## config.mk

```make
export PLATFORM = sky130hd
export DESIGN_NAME = p2s_angle
export DESIGN_NICKNAME = d
export VERILOG_FILES = /design/src/hdl/p2s_pkg.sv /design/src/hdl/p2s_angle.sv
export SDC_FILE = /design/constraint.sdc
export NUM_CORES = 2
export LEC_CHECK = 0
export ABC_AREA = 1
export BUFFER_PORTS_ARGS = -buffer_cell sky130_fd_sc_hd__buf_2
export CAP_MARGIN = 20
export CORE_ASPECT_RATIO = 0.9
export CORE_UTILIZATION = 45
export CTS_BUF_LIST = sky130_fd_sc_hd__clkbuf_8
export DETAILED_ROUTE_END_ITERATION = 10
export SLEW_MARGIN = 20
export SYNTH_ARGS = -nofsm -noshare
export SYNTH_HDL_FRONTEND = slang
export SYNTH_SLANG_ARGS = --single-unit
export TNS_END_PERCENT = 50
```

## constraint.sdc

```tcl
create_clock -name clk -period 10.5 [get_ports clk]
set_input_delay 1.05 -clock clk [delete_from_list [all_inputs] [get_ports clk]]
set_output_delay 1.05 -clock clk [all_outputs]
set_load 0.01 [all_outputs]
```

## src/hdl/p2s_pkg.sv

```systemverilog
`timescale 1ns / 1ps
`default_nettype none

package p2s_pkg;

    // Fraction bits of the sine and cosine values.
    localparam int TRIG_FRAC_BITS = 16;
    localparam int TRIG_SH        = 31 - TRIG_FRAC_BITS;
    localparam int TRIG_W         = TRIG_FRAC_BITS + 1;

    // Taylor terms after the first, one series cell each.
    localparam int N_TERMS   = 7;
    localparam int CELL_LAT  = 3;
    localparam int SER_LAT   = CELL_LAT * N_TERMS;

    // Quotient bits of the range ratio, one divider cell each.
    localparam int DIV_CELLS = 16;

    // Pipeline depth of the bearing-to-angle front end.
    localparam int ANGLE_LAT = 8;

    // Radius in Q.16 pixels: 17-bit ratio times 12-bit radius.
    localparam int R_W = 29;

    localparam logic [31:0] ONE_Q31 = 32'h8000_0000;

    // Divisors of the series terms and their 2^32 reciprocals.
    localparam logic [7:0] SIN_DIV [N_TERMS] =
        '{8'd6, 8'd20, 8'd42, 8'd72, 8'd110, 8'd156, 8'd210};
    localparam logic [7:0] COS_DIV [N_TERMS] =
        '{8'd2, 8'd12, 8'd30, 8'd56, 8'd90, 8'd132, 8'd182};
    localparam logic [31:0] SIN_RECIP [N_TERMS] = '{
        32'(64'd4294967296 / 6),   32'(64'd4294967296 / 20),
        32'(64'd4294967296 / 42),  32'(64'd4294967296 / 72),
        32'(64'd4294967296 / 110), 32'(64'd4294967296 / 156),
        32'(64'd4294967296 / 210)};
    localparam logic [31:0] COS_RECIP [N_TERMS] = '{
        32'(64'd4294967296 / 2),   32'(64'd4294967296 / 12),
        32'(64'd4294967296 / 30),  32'(64'd4294967296 / 56),
        32'(64'd4294967296 / 90),  32'(64'd4294967296 / 132),
        32'(64'd4294967296 / 182)};

    // Series state handed from cell to cell.
    typedef struct packed {
        logic [31:0]        ts;
        logic [31:0]        tc;
        logic [30:0]        x2;
        logic signed [33:0] ss;
        logic signed [33:0] cs;
    } ser_t;

    // Per-cell constants of one series term.
    typedef struct packed {
        logic [7:0]  d_sin;
        logic [31:0] m_sin;
        logic [7:0]  d_cos;
        logic [31:0] m_cos;
        logic        neg;
    } ser_coef_t;

    // Partial remainder and quotient of the ratio divider.
    typedef struct packed {
        logic [15:0] rem;
        logic [15:0] quot;
        logic        clamp;
    } div_t;

    // Quadrant and octant fold of the bearing.
    typedef struct packed {
        logic [1:0] quad;
        logic       swap;
    } side_t;

endpackage

`default_nettype wire

```

## src/hdl/p2s_angle.sv

```systemverilog
`timescale 1ns / 1ps
`default_nettype none

module p2s_angle (
    input  wire logic               clk,
    input  wire logic signed [15:0] bearing,
    output p2s_pkg::ser_t           ser_init,
    output p2s_pkg::side_t          side
);
    import p2s_pkg::*;

    localparam logic [49:0] PI_Q48   = 50'h3243F6A8885A3;
    localparam logic [24:0] PI_LO    = PI_Q48[24:0];
    localparam logic [24:0] PI_HI    = PI_Q48[49:25];
    localparam logic [37:0] DEN_HALF = 38'd754974720;
    localparam logic [31:0] M45      = 32'(64'd137438953472 / 45);

    logic [17:0] u;
    logic [16:0] w;
    logic [14:0] bu;
    logic [12:0] a;
    logic [11:0] fa;
    side_t       side_next;

    logic [11:0] fa_reg;
    logic [36:0] phi_reg;
    logic [36:0] plo_reg;
    logic [36:0] x3_reg;
    logic [50:0] m1_reg;
    logic [49:0] m2_reg;
    logic [36:0] x4_reg;
    logic [30:0] q5_reg;
    logic [36:0] x5_reg;
    logic [36:0] rem6;
    logic [30:0] ang_reg;
    logic [61:0] sq_reg;
    logic [30:0] ang7_reg;
    ser_t        init_reg;
    side_t       side_reg [ANGLE_LAT];

    // Bearing modulo a full turn, then quadrant and octant fold.
    always_comb
    begin
        u = 18'($signed({{2{bearing[15]}}, bearing}) + 18'sd46080);
        priority if (u >= 18'd69120)
            w = 17'(u - 18'd69120);
        else if (u >= 18'd46080)
            w = 17'(u - 18'd46080);
        else if (u >= 18'd23040)
            w = 17'(u - 18'd23040);
        else
            w = u[16:0];
        bu = w[14:0];
        priority if (bu >= 15'd17280)
        begin
            side_next.quad = 2'd3;
            a = 13'(bu - 15'd17280);
        end
        else if (bu >= 15'd11520)
        begin
            side_next.quad = 2'd2;
            a = 13'(bu - 15'd11520);
        end
        else if (bu >= 15'd5760)
        begin
            side_next.quad = 2'd1;
            a = 13'(bu - 15'd5760);
        end
        else
        begin
            side_next.quad = 2'd0;
            a = bu[12:0];
        end
        if (a <= 13'd2880)
        begin
            fa = a[11:0];
            side_next.swap = 1'b0;
        end
        else
        begin
            fa = 12'(13'd5760 - a);
            side_next.swap = 1'b1;
        end
    end

    // Angle times pi in two partial products.
    always_ff @(posedge clk)
    begin
        fa_reg  <= fa;
        phi_reg <= 37'(fa_reg * PI_HI);
        plo_reg <= 37'(fa_reg * PI_LO);
        x3_reg  <= 37'(phi_reg + 37'((38'(plo_reg) + DEN_HALF) >> 25));
    end

    // Divide by 45 through a reciprocal, again in two partial products.
    always_ff @(posedge clk)
    begin
        m1_reg <= 51'(x3_reg[36:18] * M45);
        m2_reg <= 50'(x3_reg[17:0] * M45);
        x4_reg <= x3_reg;
        q5_reg <= 31'((52'(m1_reg) + 52'(m2_reg >> 18)) >> 19);
        x5_reg <= x4_reg;
    end

    // The estimate is low by at most one.
    assign rem6 = 37'(x5_reg - 37'(q5_reg * 6'd45));

    always_ff @(posedge clk)
    begin
        ang_reg  <= 31'(q5_reg + ((rem6 >= 37'd45) ? 31'd1 : 31'd0));
        sq_reg   <= 62'(ang_reg * ang_reg);
        ang7_reg <= ang_reg;
        init_reg.ts <= {1'b0, ang7_reg};
        init_reg.tc <= ONE_Q31;
        init_reg.x2 <= sq_reg[61:31];
        init_reg.ss <= $signed({3'b000, ang7_reg});
        init_reg.cs <= $signed({2'b00, ONE_Q31});
    end

    // Fold flags travel alongside the angle.
    always_ff @(posedge clk)
    begin
        side_reg[0] <= side_next;
        for (int i = 1; i < ANGLE_LAT; i++)
        begin
            side_reg[i] <= side_reg[i-1];
        end
    end

    assign ser_init = init_reg;
    assign side     = side_reg[ANGLE_LAT-1];

endmodule

`default_nettype wire
```

==> out/results.tsv <==
stage	metric	value	unit
global_route	largest net degree at the start of global routing	34	
routing	Pre-antenna DRT Iters	6	
routing	Post-route DRC	0	
cts	clk_lat worst skew	800	ps
floorplanning	Starting Density	0.4550	
routing	ANT nets after route	0	
setup_path	critical path's top delay family	adder cells	
timing	fmax	116.9	MHz
logic_synthesis	top-area cell type share of the netlist area	0.3508	
setup_path	Crit Path Max Fanout	20	
place	HPWL after DPL	139300	µm
global_route	vias in the first global route	49630	
timing	Final Skew	53.43	ps
routing	Via-to-Cell Ratio	4.870	
setup_path	CP arrival	9230	ps
timing	Final Hold Violating Endpoints	0	
routing	per-cell routed wire length	17.09	µm
logic_synthesis	Syn Inst Count	7439	
logic_synthesis	flops & latches, synth	461	
logic_synthesis	Post-synth EDFFs	0	
finish	area grow syn2layout	6.486	%
place	input/output buffers	112	
global_route	initial antenna violation count	6	
floorplanning	num ports	183	
logic_synthesis	Async S/R FF share, synth	0	
global_route	Remaining Overflow, GRT	0	
global_route	met3 usage	0.03720	
logic_synthesis	Seq/Total Area, Yosys	0.1405	
cts	CTS tree	yes	
logic_synthesis	Unique masters post-synth	59	
global_route	GRT Util Overall	0.2284	
setup_path	critical path type	flop to flop	
job	max-cap violations	0	
timing	Max-slew headroom	0.2607	
global_route	met2 GRT Util	0.3625	
timing	Final WS setup	1946	ps
logic_synthesis	most numerous cell in the Yosys netlist	inv_1	
cts	clock sink count	461	
routing	Iter 0 DRT Violations	2912	
cts	CTS clk-pin slew, worst paths	60	ps
cts	post-cts resize count	0	
timing	unrepaired setup endpoints after global routing	false	
cts	Num CTS Buffers	85	
setup_path	largest stage delay on the critical path	800	ps
finish	post-layout util	0.4845	
hold_path	worst min-delay path category	flop to flop	
setup_path	Critical Path Slowest Stage Cell	dfxtp_1	
logic_synthesis	synthesized cell area	65680	µm²
floorplanning	height of the chip	364.4	µm
outcome	status	finished, final reports clean	
timing	final worst path period need	8554	ps
timing	fin. max-slew vios	0	
finish	share of cells above drive strength 1	0.05053	
logic_synthesis	most instantiated cells after synthesis	2111 x inv_1, 1151 x fa_1, 1007 x nand2_1	
logic_synthesis	Synth area leaders	fa_1 35%, ha_1 16%, dfxtp_1 14%	
global_route	global-route wire length before repair	264900	µm
place	DP Worst Slack	1832	ps
finish	max reg flops	62	
timing	Finish-stage setup viols	0	
logic_synthesis	average size of a mapped cell	8.830	µm²
logic_synthesis	cell taking the most area after synthesis	fa_1	
cts	CTS Root Buffer Type	clkbuf_8	
place	routability cong.	0.9249	
routing	total number of vias	46500	
cts	# hold bufs at CTS	0	
global_route	GRT met1 Usage	0.3213	
floorplanning	die extent in x	404.7	µm
cts	setup repair bufs after CTS	0	
setup_path	crit path buf inv count	5	
timing	Period Utilization, post-route	0.8147	
timing	Min Hold Slack	299.6	ps
routing	final WL	163100	µm
finish	Final #Nets	9565	
setup_path	CP Capture Type	flop	
setup_path	Critical Path Start Type	flop	
setup_path	most used cell, CP	fa_1	
setup_path	critical path required time	11170	ps
cts	CTS Buffer Depth	3	
logic_synthesis	Synth Warn #	0	
floorplanning	std cell rows	132	
timing	worst slew pin tran	1107	ps
logic_synthesis	Post-synth top flop	dfxtp_1	
timing	final setup TNS	0	ps
floorplanning	core area	144300	µm²
cts	H-tree levels	3	
floorplanning	die area	147500	µm²
global_route	GRT busiest layer	met2	
metal layers:
metal  routed length (µm)  share of wire
met1                75390           0.46
met2                72940           0.45
met3                10220          0.063
met4                 4579          0.028
met5                    0              0
worst register-to-register path, cell delays in order, from the launching register on:
cell      delay, ps
dfxtp_1         800
buf_4           420
nand2_1         150
inv_1           140
fa_1            420
fa_1            540
inv_1            50
fa_1            510
fa_1            540
inv_1            60
fa_1            440
fa_1            440
fa_1            540
fa_1            470
ha_1            370
nand2_1         110
nor2_1          280
inv_1           170
nor2_1          190
nand3_1          90
o21ai_0         680
nand2_1         100
nand2_1         120
a21boi_0        140
o21ai_0         400
a21oi_1         150
xnor2_1         150
area by class of cell:
type / instances / area (µm²)
Clock buffer: 100 / 1376
Inverter: 2125 / 7984
Tap cell: 1943 / 2431
Multi-Input combinational cell: 4712 / 47520
Fill cell: 14100 / 74410
Antenna cell: 6 / 15.01
Sequential cell: 461 / 9230
Clock inverter: 46 / 506.7
Timing Repair Buffer: 155 / 883.3
cell families (layout without fill, tap and decap cells):
family | count (synthesis) | in the layout | synth area share
AOI/OAI and AO/OA | 701 | 701 | 0.05981
xor gates and xnor gates | 316 | 316 | 0.04214
adders and majority gates | 2008 | 2008 | 0.5141
buffers and inverters | 2335 | 2426 | 0.1400
DFF | 461 | 461 | 0.1405
other | 2 | 77 | 0.0001143
and+or+nand+nor | 1616 | 1616 | 0.1034
layout by cell type, fill, tap and decap left out, types with 8 or more instances in the layout:
cell,n
a211oi_1,8
a21boi_0,13
a21o_1,18
a21oi_1,360
a31oi_1,45
buf_2,112
buf_4,43
bufinv_16,10
clkbuf_8,100
conb_1,71
dfxtp_1,460
fa_1,1151
ha_1,857
inv_1,2130
inv_2,9
nand2_1,1007
nand2_2,42
nand2_4,12
nand3_1,116
nand4_1,41
nor2_1,297
nor3_1,49
nor4_1,12
o211ai_1,18
o21a_1,19
o21ai_0,152
o21ai_1,16
o21bai_1,17
o221ai_1,9
or2_2,12
xnor2_1,119
xor2_1,197
stage by stage:
stage	area, µm²	cells
floorplan	65940	7508
global placement	68040	9396
detailed placement	68040	9396
CTS	69930	9542
global route	69940	9547
finish	69940	9548
worst paths after layout:
path	cells after the start	start	slack, ps	end
hold / removal	0	ang7_reg[25]	300	ser_init[59]
setup reg to reg	26	ang_reg[9]	1950	sq_reg[49]
setup / recovery	26	ang_reg[9]	1950	sq_reg[49]
hold reg to reg	0	ang7_reg[25]	300	ser_init[59]
Power is not shown: default switching activity piles up to over one toggle a cycle in this logic, so the estimate is an artifact.
