$ cat src/hdl/p2s_pkg.sv
`timescale 1ns / 1ps
`default_nettype none

package p2s_pkg;

    // Fraction bits of the sine and cosine values.
    localparam int TRIG_FRAC_BITS = 16;
    localparam int TRIG_SH        = 31 - TRIG_FRAC_BITS;
    localparam int TRIG_W         = TRIG_FRAC_BITS + 1;

    // Taylor terms after the first, one series cell each.
    localparam int N_TERMS   = 7;
    localparam int CELL_LAT  = 3;
    localparam int SER_LAT   = CELL_LAT * N_TERMS;

    // Quotient bits of the range ratio, one divider cell each.
    localparam int DIV_CELLS = 16;

    // Pipeline depth of the bearing-to-angle front end.
    localparam int ANGLE_LAT = 8;

    // Radius in Q.16 pixels: 17-bit ratio times 12-bit radius.
    localparam int R_W = 29;

    localparam logic [31:0] ONE_Q31 = 32'h8000_0000;

    // Divisors of the series terms and their 2^32 reciprocals.
    localparam logic [7:0] SIN_DIV [N_TERMS] =
        '{8'd6, 8'd20, 8'd42, 8'd72, 8'd110, 8'd156, 8'd210};
    localparam logic [7:0] COS_DIV [N_TERMS] =
        '{8'd2, 8'd12, 8'd30, 8'd56, 8'd90, 8'd132, 8'd182};
    localparam logic [31:0] SIN_RECIP [N_TERMS] = '{
        32'(64'd4294967296 / 6),   32'(64'd4294967296 / 20),
        32'(64'd4294967296 / 42),  32'(64'd4294967296 / 72),
        32'(64'd4294967296 / 110), 32'(64'd4294967296 / 156),
        32'(64'd4294967296 / 210)};
    localparam logic [31:0] COS_RECIP [N_TERMS] = '{
        32'(64'd4294967296 / 2),   32'(64'd4294967296 / 12),
        32'(64'd4294967296 / 30),  32'(64'd4294967296 / 56),
        32'(64'd4294967296 / 90),  32'(64'd4294967296 / 132),
        32'(64'd4294967296 / 182)};

    // Series state handed from cell to cell.
    typedef struct packed {
        logic [31:0]        ts;
        logic [31:0]        tc;
        logic [30:0]        x2;
        logic signed [33:0] ss;
        logic signed [33:0] cs;
    } ser_t;

    // Per-cell constants of one series term.
    typedef struct packed {
        logic [7:0]  d_sin;
        logic [31:0] m_sin;
        logic [7:0]  d_cos;
        logic [31:0] m_cos;
        logic        neg;
    } ser_coef_t;

    // Partial remainder and quotient of the ratio divider.
    typedef struct packed {
        logic [15:0] rem;
        logic [15:0] quot;
        logic        clamp;
    } div_t;

    // Quadrant and octant fold of the bearing.
    typedef struct packed {
        logic [1:0] quad;
        logic       swap;
    } side_t;

endpackage

`default_nettype wire

$ cat src/hdl/p2s_div_cell.sv
`timescale 1ns / 1ps
`default_nettype none

module p2s_div_cell (
    input  wire logic          clk,
    input  wire logic [15:0]   divisor,
    input  wire p2s_pkg::div_t din,
    output p2s_pkg::div_t      dout
);
    import p2s_pkg::*;

    logic [16:0] rem_s;
    logic        ge;
    div_t        dout_reg;
    div_t        dout_next;

    // One restoring step: shift, compare, subtract, one quotient bit.
    always_comb
    begin
        rem_s = {din.rem, 1'b0};
        ge    = (rem_s >= {1'b0, divisor});
        dout_next.rem   = ge ? 16'(rem_s - {1'b0, divisor}) : rem_s[15:0];
        dout_next.quot  = {din.quot[14:0], ge};
        dout_next.clamp = din.clamp;
    end

    always_ff @(posedge clk)
    begin
        dout_reg <= dout_next;
    end

    assign dout = dout_reg;

endmodule

`default_nettype wire

$ cat config.mk
export PLATFORM = sky130hd
export DESIGN_NAME = p2s_div_cell
export DESIGN_NICKNAME = d
export VERILOG_FILES = /design/src/hdl/p2s_pkg.sv /design/src/hdl/p2s_div_cell.sv
export SDC_FILE = /design/constraint.sdc
export NUM_CORES = 1
export LEC_CHECK = 0
export BUFFER_PORTS_ARGS = -buffer_cell sky130_fd_sc_hd__buf_2
export CORE_UTILIZATION = 25
export CTS_CLUSTER_SIZE = 8
export DETAILED_ROUTE_END_ITERATION = 8
export HOLD_SLACK_MARGIN = 0.1
export MAX_ROUTING_LAYER = met4
export PLACE_DENSITY_LB_ADDON = 0.08
export SLEW_MARGIN = 5
export SYNTH_ARGS = -nofsm -noshare
export SYNTH_HDL_FRONTEND = slang
export SYNTH_SLANG_ARGS = --single-unit
$ cat constraint.sdc
create_clock -name clk -period 4.35 [get_ports clk]
set_input_delay 0.6525 -clock clk [delete_from_list [all_inputs] [get_ports clk]]
set_output_delay 0.6525 -clock clk [all_outputs]
set_load 0.01 [all_outputs]
==> results of run 1 <==
-- layer usage --
layer / part of all wire (%) / vias up / wire length, um
met2: 47 / 52 / 1950
met3: 6.3 / 2 / 261
met4: 0.94 / 0 / 39
met1: 46 / 686 / 1890
met5: 0 / - / 0
li1: - / 816 / -
-- synthesized netlist by cell type, types with 2 or more instances --
cell	number
mux2_4	7
ha_1	16
inv_1	20
o21ai_0	11
a211oi_1	3
nand3_1	5
a21oi_1	13
o31a_1	2
dfxtp_1	33
nand2_1	10
o41ai_1	2
mux2_2	6
nor2_1	13
nand2b_1	4
o21a_1	2
nor2b_1	3
nor3_1	2
xor2_1	5
xnor2_1	5
-- metrics by stage --
step / worst slack [ns] / area (sq um) / power (W)
final: 1.48 / 2350 / 0.000842
after CTS: 1.47 / 2350 / 0.000867
after floorplan: 1.63 / 1760 / 0.000535
after global placement: 1.14 / 2260 / 0.000618
after global routing: 1.28 / 2350 / 0.000911
after detailed placement: 1.16 / 2260 / 0.000619
-- worst max-delay path by stage --
| stage | from | to | slack, ns |
|---|---|---|---|
| 2_1_floorplan | divisor[1] | dout[24] | 1.63 |
| 3_3_place_gp | divisor[2] | dout[24] | 1.14 |
| 3_5_place_dp | divisor[2] | dout[29] | 1.16 |
| 4_1_cts | divisor[2] | dout[29] | 1.47 |
| 5_1_grt | divisor[2] | dout[29] | 1.28 |
| 6_report | divisor[2] | dout[29] | 1.48 |
-- layout make-up --
type,instances,share of cell area (%)
multi-input combinational,129,42.3
sequential,33,28.1
timing repair buffer,82,17.6
tap,96,5.11
inverter,20,3.19
clock buffer,5,2.93
clock inverter,3,0.745
-- power groups by stage --
stage	registers [W]	logic [W]	clock network, W
5_1_grt	0.000356	0.000289	0.000266
4_1_cts	0.000351	0.000262	0.000254
6_report	0.000351	0.000257	0.000234
3_3_place_gp	0.000357	0.000260	0
2_1_floorplan	0.000382	0.000153	0
3_5_place_dp	0.000358	0.000260	0
-- cells by family after synthesis --
group,synth area share (%)
xor+xnor,4.97
fa+ha+maj,12.5
buf+inv,6.04
simple gates,14.1
compound gates,14.5
flops,37.5
mux,10.4
==> impl_metrics.toml, run 1 <==
[clock_network]
h-tree-depth = 2
cts_made_buffers = 5
ctsResizeCount = 0
cts-root-buf = "clkbuf_8"
tritoncts = "done"
clock_path_buffers = 2
clk_pin_slew_ns = 0.08
cts_setup_buffers = 0
cts.sinks = 33
hold_buffers = 0

[layout]
fill_cells = 742
num_antenna_cells = 0
seq_area_sq_um = 661
final_cell_count_no_fill = 368
postLayoutCoreUtil_pct = 34.6
final_cell_mix = "81 x buf_2, 33 x dfxtp_1, 20 x inv_1, 16 x ha_1"
drive_gt1_share_pct = 40.4
syn2layout_area_growth_pct = 33.4
layout_commonest_cell = "buf_2"
nets = 338
largest_register_ffs = 33
multiInputGateArea_sq_um = 995

[drt]
ant_nets = 0
wl_per_cell_um = 11.3
vias_per_cell = 4.23
vias = 1556
finalWirelength_um = 4140
drt_iter0_drc = 55
drtPass1Iterations = 4
drc_errors = 0

[logic_synthesis]
syn-num-nets = 251
synth.cell_area_sq_um = 1760
ys_warn_count = 0
synth_edf_count = 0
synthTopCellsByArea = "dfxtp_1 38%, ha_1 11%, mux2_4 6.0%"
synth_top_area_cell = "dfxtp_1"
yosys.area.top_type_share_pct = 37.5
synth_top_flop_cell = "dfxtp_1"
ys_ff_latch = 33
synthCells = 184
yosysSeqAreaShare_pct = 37.5
synth.distinct_cells = 41
syn_area_per_cell_sq_um = 9.57
synthArstFlopShare_pct = 0

[floorplanning]
die_h_um = 85.9
row_count = 30
start_util_pct = 25.9
io_pins = 83
coreArea_sq_um = 6790
dieArea_sq_um = 7390
die_w_um = 85.9

[grt]
antenna_found_initial = 0
grt_use_met2_pct = 19.6
use_met3_pct = 4.23
grt.total_usage_pct = 12.4
gr-total-overflow = 0
grt_pass1_vias = 1500
gr-max-usage-layer = "met2"
grt_pass1_wl_um = 6800
use_met1_pct = 14.7
grt_max_degree = 12

[place]
port_buffers = 81
place_congestion = 0.708
dp_hpwl_um = 3210
dp.cells = 360

[setup_path]
start_kind = "input port"
cp_num_cells = 10
path_common_cell = "a21oi_1"
slowest_stage = "o31a_1"
cp_max_fo = 10
required_ns = 4.52
critPathMaxStageDelay_ns = 0.52
path_buf_inv = 3
arrival_ns = 3.04
worstSetupPathType = "input port to flip-flop"
cp-end-kind = "flip-flop"
crit_family = "compound AO/OA/AOI/OAI gates"
crit_chain = "buf_2 > inv_1 > ha_1 > o21ai_0 > a21oi_1 > o31ai_1 > a21oi_1 > o31a_1 > buf_4 > mux2_4"

[timing]
finalCriticalPeriod_ns = 2.87
worstMarginPinSlew_ns = 0.620
final-setup-viol-count = 0
rsz0062_at_grt = "no"
hold_violations = 0
tns_ns = 0
hold_ws_ns = 0.459
period_share_pct = 66.0
max-slew-margin-rel_pct = 58.2
drv_slew = 0
fmax_ghz = 0.349

[power]
switchingPower_w = 0.000260
power.internal_w = 0.000582
swShare_pct = 30.9
p_leak_nw = 1.18
p_per_area_nw_per_um2 = 358
vdd_drop_max_mv = 0.120
p_clk_share_pct = 27.8
combPwrFrac_pct = 30.6
seq_power_share_pct = 41.6

[min_path]
holdPathEnd = "dout[8]"
hold_start = "din[7]"
hold_path_class = "input port to flip-flop"
min_path_cells = 1

[flow_run]
max_cap_violations = 0

[run_status]
status = "finished, final reports clean"
Power figures use the tool's default switching activity.
==> run 2, diff against run 1 <==
- ABC_AREA: not set -> 1
- clock period: 4.35 -> 2.9 ns (I/O delays scaled with it)
==> run 2 against run 1 <==
  * Area after synthesis is 13% higher
  * Via count is 23% higher
  * Setup slack worse by 0.48 ns
  * Flip-flop and latch count stayed put
  * Die area is 12% higher
  * Hold slack worse by 0.21 ns
  * Final cell count is 31% higher
  * Critical path type unchanged
==> impl_metrics.toml, run 2 <==
[setup_path]
cp-end-kind = "flip-flop"
path_common_cell = "nand2_1"
critPathMaxStageDelay_ns = 0.38
cp_max_fo = 18
crit_family = "simple AND/OR/NAND/NOR gates"
required_ns = 3.14
start_kind = "input port"
crit_chain = "buf_2 > inv_1 > ha_1 > nand2_1 > inv_1 > nand2_1 > nand2_1 > nand2_1 > nand2_1 > nor2_2 > nand2_4 > inv_4 > nand2_2 > nand2_1"
worstSetupPathType = "input port to flip-flop"
path_buf_inv = 4
slowest_stage = "ha_1"
arrival_ns = 2.13

[drt]
drtPass1Iterations = 4
drc_errors = 0
finalWirelength_um = 5080
ant_nets = 0
wl_per_cell_um = 10.6
vias_per_cell = 3.99
dr_wl_met2_um = 2240
met1Wirelength_um = 2490
top_layer_used = "met4"
drt_iter0_drc = 32
wl_met3_um = 289
vias = 1921

[flow_run]
max_cap_violations = 0

[timing]
period_share_pct = 65.3
max-slew-margin-rel_pct = 80.6
final-setup-viol-count = 0
rsz0062_at_grt = "no"
fmax_ghz = 0.528
drv_slew = 0
hold_violations = 0
finalCriticalPeriod_ns = 1.89
tns_ns = 0
worstMarginPinSlew_ns = 0.291

[floorplanning]
start_util_pct = 25.8
coreArea_sq_um = 7690
dieArea_sq_um = 8310
row_count = 32
die_w_um = 91.2
io_pins = 83
die_h_um = 91.2

[logic_synthesis]
synth_top_area_cell = "dfxtp_1"
ys_warn_count = 0
yosys.area.top_type_share_pct = 33.2
synth_top_flop_cell = "dfxtp_1"
synth.distinct_cells = 24
synthArstFlopShare_pct = 0
yosysMostFrequentCell = "nand2_1"
synthTopCellsByArea = "dfxtp_1 33%, nand2_1 20%, inv_1 10%"
synth_common_cells = "106 x nand2_1, 55 x inv_1, 33 x dfxtp_1"
yosysSeqAreaShare_pct = 33.2
synth_edf_count = 0
synthCells = 293
syn-num-nets = 360
syn_area_per_cell_sq_um = 6.78
synth.cell_area_sq_um = 1990
ys_ff_latch = 33

[layout]
num_antenna_cells = 0
drive_gt1_share_pct = 29.0
syn2layout_area_growth_pct = 29.6
final_cell_mix = "106 x nand2_1, 81 x buf_2, 55 x inv_1, 33 x dfxtp_1"
layout_commonest_cell = "nand2_1"
fill_cells = 912
postLayoutCoreUtil_pct = 33.5
final_cell_count_no_fill = 481
nets = 445
largest_register_ffs = 33

[clock_network]
hold_buffers = 0
h-tree-depth = 2
tritoncts = "done"
clk_pin_slew_ns = 0.08
cts.sinks = 33
cts_made_buffers = 5
cts-root-buf = "clkbuf_8"
ctsResizeCount = 0
cts_setup_buffers = 0
clock_path_buffers = 2

[grt]
grt_pass1_wl_um = 8560
grt_max_degree = 19
antenna_found_initial = 0
grt_pass1_vias = 1834
gr-total-overflow = 0
grt.total_usage_pct = 13.5

[run_status]
status = "finished, final reports clean"

[power]
vdd_drop_max_mv = 0.143
p_per_area_nw_per_um2 = 484
p_leak_nw = 1.52

[place]
dp.cells = 473
place_congestion = 0.795
dp_hpwl_um = 4130
port_buffers = 81

[min_path]
hold_path_class = "input port to flip-flop"
==> run 2: changes by cell type after synthesis, moves of 4 or more <==
cell,change
nand2_1,+96
inv_1,+35
nand3_1,+11
nand2_2,+10
o21ai_0,-10
mux2_4,-7
mux2_2,-6
nor2_2,+6
and2_1,+4
nand2b_1,-4
nand4_1,+4
nor2_1,-4
==> run 2: worst paths after layout <==
path	from	end	cells past startpoint
worst max-delay path	divisor[12]	dout[30]	14
worst min-delay path	din[3]	dout[4]	1
==> run 2: logic make-up (layout without fill, tap and decap cells) <==
group                    count (synthesis)  in the layout  share of synthesized area, %
AND/OR/NAND/NOR                        166            166                          37.7
flip-flops                              33             33                          33.2
XOR/XNOR                                 7              7                          3.09
adder cells (fa/ha/maj)                 17             17                          11.1
buffers and inverters                   59            145                          12.1
AO/OA/AOI/OAI                           11             11                          2.77
==> run 2: layer usage <==
metal / vias to the layer above / GRT usage [%]
li1: 1055 / -
met5: - / -
met4: 0 / 4.37
met3: 5 / 3.35
met2: 55 / 22.1
met1: 806 / 16.3
==> run 2: where the power goes <==
| part | switching (W) | internal, W |
|---|---|---|
| Sequential | 0.0000103 | 0.000509 |
| Clock | 0.000176 | 0.000166 |
| Combinational | 0.000231 | 0.000154 |
| Total | 0.000418 | 0.000829 |
==> run 2: cell type report <==
cell class	instances	area [sq um]	area share [%]
Tap cell	102	128	4.96
Clock buffer	6	72.6	2.82
Timing Repair Buffer	81	405	15.7
Clock inverter	2	10.0	0.389
Sequential cell	33	661	25.7
Multi-Input combinational cell	201	1090	42.2
Inverter	56	213	8.26
==> run 2: metrics by stage <==
| step | total power [W] | hold WS (ns) | instance area, sq um | worst slack, ns |
|---|---|---|---|---|
| finish | 0.00125 | 0.248 | 2570 | 1.01 |
| CTS | 0.00127 | 0.243 | 2570 | 0.959 |
| global route | 0.00135 | 0.235 | 2570 | 0.820 |
| floorplan | 0.000781 | 0.463 | 1990 | 1.13 |
| global placement | 0.000919 | 0.537 | 2490 | 0.655 |
| detailed placement | 0.000922 | 0.539 | 2490 | 0.656 |
